`config.mk`:
```
export PLATFORM = sky130hd
export DESIGN_NAME = esc_parse_core
export DESIGN_NICKNAME = d
export VERILOG_FILES = /design/src/esc_pkg.sv /design/src/esc_parse_core.sv
export SDC_FILE = /design/constraint.sdc
export NUM_CORES = 1
export LEC_CHECK = 0
export ABC_AREA = 1
export BUFFER_PORTS_ARGS = -buffer_cell sky130_fd_sc_hd__buf_2
export CORE_ASPECT_RATIO = 0.5
export CORE_MARGIN = 2
export CORE_UTILIZATION = 44
export CTS_CLUSTER_SIZE = 10
export DETAILED_ROUTE_END_ITERATION = 8
export PLACE_DENSITY = 0.82
export SLEW_MARGIN = 20
export SYNTH_ARGS = -nofsm -noshare
export SYNTH_HDL_FRONTEND = slang
export SYNTH_SLANG_ARGS = --single-unit
export TNS_END_PERCENT = 50
```
`constraint.sdc`:
```
create_clock -name clk_i -period 2.11 [get_ports clk_i]
set_input_delay 0.211 -clock clk_i [delete_from_list [all_inputs] [get_ports clk_i]]
set_output_delay 0.211 -clock clk_i [all_outputs]
set_load 0.1 [all_outputs]
```
`src/esc_pkg.sv`:
```
// Shared token codes, result codes, parser phases and the result record.
package esc_pkg;

  localparam int unsigned MaxNest = 255;
  localparam int unsigned DepthW  = $clog2(MaxNest + 1);

  localparam int unsigned KindW = 4;
  localparam int unsigned PosW  = 16;

  typedef enum logic [KindW-1:0] {
    KVar     = 4'd0,
    KIdent   = 4'd1,
    KNum     = 4'd2,
    KPlus    = 4'd3,
    KMinus   = 4'd4,
    KMult    = 4'd5,
    KEqual   = 4'd6,
    KLparen  = 4'd7,
    KRparen  = 4'd8,
    KNewline = 4'd9,
    KEof     = 4'd10,
    KInvalid = 4'd11
  } token_kind_e;

  typedef enum logic [1:0] {
    StContinue = 2'd0,
    StCorrect  = 2'd1,
    StError    = 2'd2,
    StHalted   = 2'd3
  } status_e;

  typedef enum logic [2:0] {
    ErrNone       = 3'd0,
    ErrUnexpected = 3'd1,
    ErrOperand    = 3'd2,
    ErrEol        = 3'd3,
    ErrNest       = 3'd4
  } err_kind_e;

  typedef enum logic [5:0] {
    PhLineStart     = 6'b000001,
    PhAfterVar      = 6'b000010,
    PhWantEqual     = 6'b000100,
    PhWantOperand   = 6'b001000,
    PhAfterOperand  = 6'b010000,
    PhHalted        = 6'b100000
  } phase_e;

  typedef struct packed {
    logic [KindW-1:0] kind;
    logic [PosW-1:0]  line;
    logic [PosW-1:0]  column;
  } token_t;

  typedef struct packed {
    status_e          status;
    err_kind_e        err_kind;
    logic [KindW-1:0] expected;
    logic [PosW-1:0]  line;
    logic [PosW-1:0]  column;
  } result_t;

endpackage

```
`src/esc_parse_core.sv`:
```
// Parser state machine and nesting counter; computes one result per token.
module esc_parse_core (
  input  logic            clk_i,
  input  logic            rst_ni,
  input  logic            step_i,
  input  esc_pkg::token_t token_i,
  output esc_pkg::result_t result_o
);
  import esc_pkg::*;

  phase_e            phase_q, phase_d;
  logic [DepthW-1:0] depth_q, depth_d;
  result_t           res;
  logic              operand;
  logic              is_op;

  always_comb begin
    phase_d = phase_q;
    depth_d = depth_q;
    operand = 1'b0;
    is_op   = (token_i.kind == KPlus) || (token_i.kind == KMinus) ||
              (token_i.kind == KMult);
    res          = '0;
    res.status   = StContinue;
    res.err_kind = ErrNone;

    unique case (phase_q)
      PhLineStart: begin
        if (token_i.kind == KNewline) begin
          phase_d = PhLineStart;
        end else if (token_i.kind == KEof) begin
          phase_d    = PhHalted;
          res.status = StCorrect;
        end else if (token_i.kind == KVar) begin
          phase_d = PhAfterVar;
        end else begin
          operand = 1'b1;
        end
      end
      PhAfterVar: begin
        if (token_i.kind == KIdent) begin
          phase_d = PhWantEqual;
        end else begin
          phase_d      = PhHalted;
          res.status   = StError;
          res.err_kind = ErrUnexpected;
          res.expected = KIdent;
          res.line     = token_i.line;
          res.column   = token_i.column;
        end
      end
      PhWantEqual: begin
        if (token_i.kind == KEqual) begin
          phase_d = PhWantOperand;
        end else begin
          phase_d      = PhHalted;
          res.status   = StError;
          res.err_kind = ErrUnexpected;
          res.expected = KEqual;
          res.line     = token_i.line;
          res.column   = token_i.column;
        end
      end
      PhWantOperand: begin
        operand = 1'b1;
      end
      PhAfterOperand: begin
        if (is_op) begin
          phase_d = PhWantOperand;
        end else if (depth_q != '0) begin
          // Inside parentheses only a closing one may end the operand.
          if (token_i.kind == KRparen) begin
            depth_d = depth_q - DepthW'(1);
          end else begin
            phase_d      = PhHalted;
            res.status   = StError;
            res.err_kind = ErrUnexpected;
            res.expected = KRparen;
            res.line     = token_i.line;
            res.column   = token_i.column;
          end
        end else if (token_i.kind == KNewline) begin
          phase_d = PhLineStart;
        end else if (token_i.kind == KEof) begin
          phase_d    = PhHalted;
          res.status = StCorrect;
        end else begin
          phase_d      = PhHalted;
          res.status   = StError;
          res.err_kind = ErrEol;
          res.line     = token_i.line;
          res.column   = token_i.column;
        end
      end
      default: begin
        phase_d    = PhHalted;
        res.status = StHalted;
      end
    endcase

    // Start of a factor: a number, an identifier or an opening parenthesis.
    if (operand) begin
      if ((token_i.kind == KNum) || (token_i.kind == KIdent)) begin
        phase_d = PhAfterOperand;
      end else if (token_i.kind == KLparen) begin
        if (depth_q == DepthW'(MaxNest)) begin
          phase_d      = PhHalted;
          res.status   = StError;
          res.err_kind = ErrNest;
          res.line     = token_i.line;
          res.column   = token_i.column;
        end else begin
          depth_d = depth_q + DepthW'(1);
          phase_d = PhWantOperand;
        end
      end else begin
        phase_d      = PhHalted;
        res.status   = StError;
        res.err_kind = ErrOperand;
        res.line     = token_i.line;
        res.column   = token_i.column;
      end
    end
  end

  always_ff @(posedge clk_i or negedge rst_ni) begin
    if (!rst_ni) begin
      phase_q <= PhLineStart;
      depth_q <= '0;
    end else if (step_i) begin
      phase_q <= phase_d;
      depth_q <= depth_d;
    end
  end

  assign result_o = res;

endmodule

```
==> flow_summary_export.csv, run 1 <==
group,metric,value,unit
outcome,outcome,"aborted with a tool error",
outcome,lastStage,"5_1_grt",
outcome,error,"[ERROR GRT-0232] Routing congestion too high. Check the congestion heatmap in the GUI.",
floorplan,start_util,46.3,%
yosys,syn_inst,344,
clocking,cts_sinks,14,
sta,endpoint_type,"top-level output",
placement,port_buffers,79,
floorplan,die_height,49.5,um
sta,grt_worst_setup_endpoint,"result_o[28]",
yosys,ys_ff_latch,14,
clocking,numCtsBuffers,3,
yosys,synth_cell_type_count,28,
floorplan,rows,16,
yosys,synth_simple_gate_area_share,53.4,%
yosys,synthAdderAreaFrac,1.38,%
yosys,synth-xor-area-share,0.482,%
yosys,netlist_area,1820,sq um
yosys,synth_ff_type,"dfrtp_1",
yosys,yosys-top-cells-count,"nand2_1 (89), inv_1 (72), nor2_1 (67)",
yosys,synth.yosys.warnings,0,
yosys,yosys.area.top_type,"nand2_1",
yosys,synth.top_cell.area_share,18.4,%
grt,grt_max_degree,15,
grt,track_usage,78.3,%
yosys,ys_async_sr_fraction,100,%
grt,grt-ovfl-total,44,
yosys,synth_top_family_by_area,"simple AND/OR/NAND/NOR gates",
clocking,cts_buffer_depth,2,
yosys,synth_edf_count,0,
placement,dp_cells,493,
clocking,root_buffer,"clkbuf_8",
yosys,synth_mux_area_share,0,%
placement,gp_congestion,0.907,
yosys,synth_compound_area_share,6.74,%
yosys,synth.area.top_cells,"nand2_1 (18%), dfrtp_1 (18%), inv_1 (15%)",
yosys,yosysSeqAreaShare,19.3,%
placement,dp_hpwl,6470,um
yosys,yosysMostFrequentCell,"nand2_1",
floorplan,die_w,94.9,um
clocking,htree_levels,1,
yosys,avgSynthCellArea,5.28,sq um
yosys,synthesis.nets,385,
floorplan,ioPinCount,80,
==> per-stage QoR <==
stage / cell area (sq um) / setup WS (ps) / TNS (ps) / hold slack [ps]
floorplan: 2140 / -313 / -9500 / -84.6
global placement: 3290 / 61.6 / 0 / 122
detailed placement: 3290 / -55.2 / -918 / 124
CTS: 3630 / -179 / -4970 / 338
==> kinds of logic after synthesis <==
kind of cell	after synthesis
and+or+nand+nor	222
buffers and inverters	82
AOI/OAI and AO/OA	23
DFF	14
adders and majority gates	2
xor gates and xnor gates	1
==> per-layer routing <==
layer | overflow | global-route usage [%]
met1 | 0 | 76.8
met5 | 0 | 7.14
met4 | 15 | 79.0
met2 | 29 | 93.7
met3 | 0 | 69.3
==> timing repair <==
action                                 CTS
buffers inserted                        21
endpoints found under the hold margin   13
cloned                                   1
setup endpoints to repair               36
resized for setup                       35
hold buffers                             1
pin swaps                               13
==> run 2: changes to the inputs <==
- CORE_ASPECT_RATIO: 0.5 -> unset
- CORE_UTILIZATION: 44 -> 29
- CTS_CLUSTER_SIZE: 10 -> unset
- PLACE_DENSITY: 0.82 -> unset
- PLACE_DENSITY_LB_ADDON: unset -> 0.15
==> flow_summary_export.csv, run 2 <==
group,metric,value,unit
outcome,outcome,"complete, but fails checks",
outcome,violations,"negative setup slack",
clocking,cts_sinks,14,
yosys,syn_inst,344,
sta,tightest_slew,483,ps
setup_path,ff2ff_setup_slack,240,ps
sta,final-setup-viol-count,36,
sta,timing.clock.skew,2.72,ps
yosys,synth_edf_count,0,
layout,drive_gt1_share,44.2,%
setup_path,path_buf_inv,4,
yosys,synth_cell_type_count,28,
drt,drt_iter0_markers,106,
yosys,ys_ff_latch,14,
pwr,power.leakage,1.87,nW
layout,final_cell_mix,"nand2_1 (81), inv_1 (67), buf_4 (44), nand3_1 (41), buf_12 (41)",
pwr,switching_share,38.2,%
clocking,clock_latency,250,ps
min_path,hold_path.class,"input pin to flop",
floorplan,ioPinCount,80,
drt,final_antenna_net_count,0,
placement,dp_hpwl,5340,um
pwr,clkPwrFrac,26.3,%
setup_path,critPathTopFamily,"simple AND/OR/NAND/NOR gates",
sta,slew_headroom,68.0,%
drt,drt-pass1-iter-count,5,
sta,fin_ws,-230,ps
clocking,htree_levels,1,
pwr,p_sw,0.355,mW
yosys,yosysMostFrequentCell,"nand2_1",
grt,grt_max_degree,17,
grt,grt-ovfl-total,0,
grt,grt_pass1_wl,11000,um
clocking,cts_buffer_depth,2,
yosys,yosysSeqAreaShare,19.3,%
setup_path,slowest_delay,410,ps
floorplan,die_w,83.2,um
placement,gp_congestion,0.886,
setup_path,crit_arrival,2130,ps
placement,port_buffers,79,
yosys,synthesis.nets,385,
pwr,pwr-share-comb,39.0,%
yosys,synth.area.top_cells,"nand2_1 (18%), dfrtp_1 (18%), inv_1 (15%)",
clocking,cts.clk_slew.worst_paths,60,ps
pwr,pwr_density_cell,252,nW/um^2
sta,grt_setup_unrepaired,"true",
floorplan,die_area,6920,sq um
drt,drc_errors,0,
yosys,netlist_area,1820,sq um
drt,wire_per_inst,12.4,um
layout,instances_no_fill,546,
grt,antenna_found_initial,0,
grt,track_usage,19.0,%
floorplan,die_height,83.2,um
setup_path,endpoint_kind,"output port",
setup_path,critPathMaxFanout,5,
setup_path,path_cells,"nor2_2, buf_4, nand3_1, nor2_2, nand3_2, nand2_4, nor2_4, buf_4, clkbuf_16, nor2_4, buf_12",
sta,period_share,111,%
placement,dp_cells,517,
yosys,synth_ff_type,"dfrtp_1",
pwr,ir_drop,0.000339,V
sta,hold_viol_final,0,
drt,wirelength,6790,um
setup_path,crit_required,1900,ps
layout,syn_to_final_growth,103,%
yosys,avgSynthCellArea,5.28,sq um
layout,largest_registers,"depth_q: 8 flops, phase_q: 6 flops",
layout,fin_util,61.5,%
clocking,root_buffer,"clkbuf_8",
job,drv_cap,0,
grt,grt_pass1_vias,2330,
setup_path,crit_path_start_kind,"flop",
layout,fill_cells,518,
pwr,intPower,0.573,mW
layout,largest_reg_flops,8,
pwr,power_frac_seq,34.7,%
yosys,synth.top_cell.area_share,18.4,%
sta,max_freq,0.427,GHz
floorplan,core,5990,sq um
clocking,tritoncts,"built",
drt,vias,2524,
layout,layout.nets,513,
clocking,numCtsBuffers,3,
yosys,yosys-top-cells-count,"nand2_1 (89), inv_1 (72), nor2_1 (67)",
layout,antenna_cells,0,
floorplan,start_util,30.3,%
setup_path,cp_slowest_cell,"dfrtp_1",
sta,period_needed,2340,ps
sta,report.final.slew_viol_count,0,
yosys,synth.yosys.warnings,0,
yosys,yosys.area.top_type,"nand2_1",
layout,final_common_cell,"nand2_1",
drt,routed_via_density,4.62,
floorplan,rows,28,
layout,regMostFlops,"depth_q",
setup_path,crit_type,"flop to output port",
yosys,ys_async_sr_fraction,100,%
==> run 2: cells by family after synthesis <==
| kind of cell | Yosys count | synth area share (%) |
|---|---|---|
| buffers and inverters | 82 | 18.7 |
| adder cells (fa/ha/maj) | 2 | 1.38 |
| flip-flops | 14 | 19.3 |
| AO/OA/AOI/OAI | 23 | 6.74 |
| XOR/XNOR | 1 | 0.482 |
| AND/OR/NAND/NOR | 222 | 53.4 |
==> run 2: path summary, 6_finish.rpt <==
kind                            cells after the start      endpoint        from
min in group asynchronous                           2    depth_q[2]      rst_ni
worst max register to register                     11    phase_q[3]  depth_q[0]
worst min-delay path                                3    depth_q[6]      step_i
worst min register to register                      2    phase_q[0]  phase_q[0]
max in group asynchronous                           2    phase_q[0]      rst_ni
worst max-delay path                               11  result_o[26]  phase_q[2]
==> run 2: timing repair <==
action,in CTS,in global routing
buffers inserted,12,11
gates resized for setup,18,14
cloned,0,1
hold buffers,1,0
setup endpoints to repair,35,39
pin swaps,11,3
endpoints found under the hold margin,13,0
==> run 2: metrics by stage <==
step	instance area (sq um)	power, mW	TNS, ps	hold WS (ps)	setup WS (ps)
floorplan	2140	0.549	-9500	-84.6	-313
global placement	3340	0.665	0	138	79.9
detailed placement	3340	0.671	0	143	42.4
CTS	3520	0.932	-4700	332	-176
global route	3680	0.998	-10380	367	-334
finish	3680	0.928	-6290	340	-230
==> run 2: power by group through the flow <==
| stage | registers, mW | clock network (mW) | logic [mW] |
|---|---|---|---|
| 2_1_floorplan | 0.321 | 0 | 0.228 |
| 5_1_grt | 0.324 | 0.265 | 0.408 |
| 3_5_place_dp | 0.322 | 0 | 0.348 |
| 6_report | 0.322 | 0.244 | 0.362 |
| 3_3_place_gp | 0.322 | 0 | 0.342 |
| 4_1_cts | 0.321 | 0.253 | 0.358 |
==> run 2: final cells by class <==
cell class | instances | area [sq um] | share of cell area (%)
Multi-Input combinational cell | 248 | 1480 | 40.2
Timing Repair Buffer | 130 | 1430 | 38.7
Sequential cell | 14 | 357 | 9.68
Inverter | 75 | 282 | 7.65
Tap cell | 75 | 93.8 | 2.55
Clock buffer | 4 | 45.0 | 1.22
==> run 2: worst min-delay path: cells and delay by family <==
| kind | cells | cell delay (ps) |
|---|---|---|
| and+or+nand+nor | 2 | 160 |
| buffers and inverters | 1 | 190 |
==> run 2: metal layers <==
metal / global-route usage (%) / part of all wire (%)
met2: 35.3 / 54
met5: 0 / 0
met3: 2.98 / 6.4
met1: 23.1 / 39
met4: 2.98 / 0.59
(Power assumes the default switching activity.)
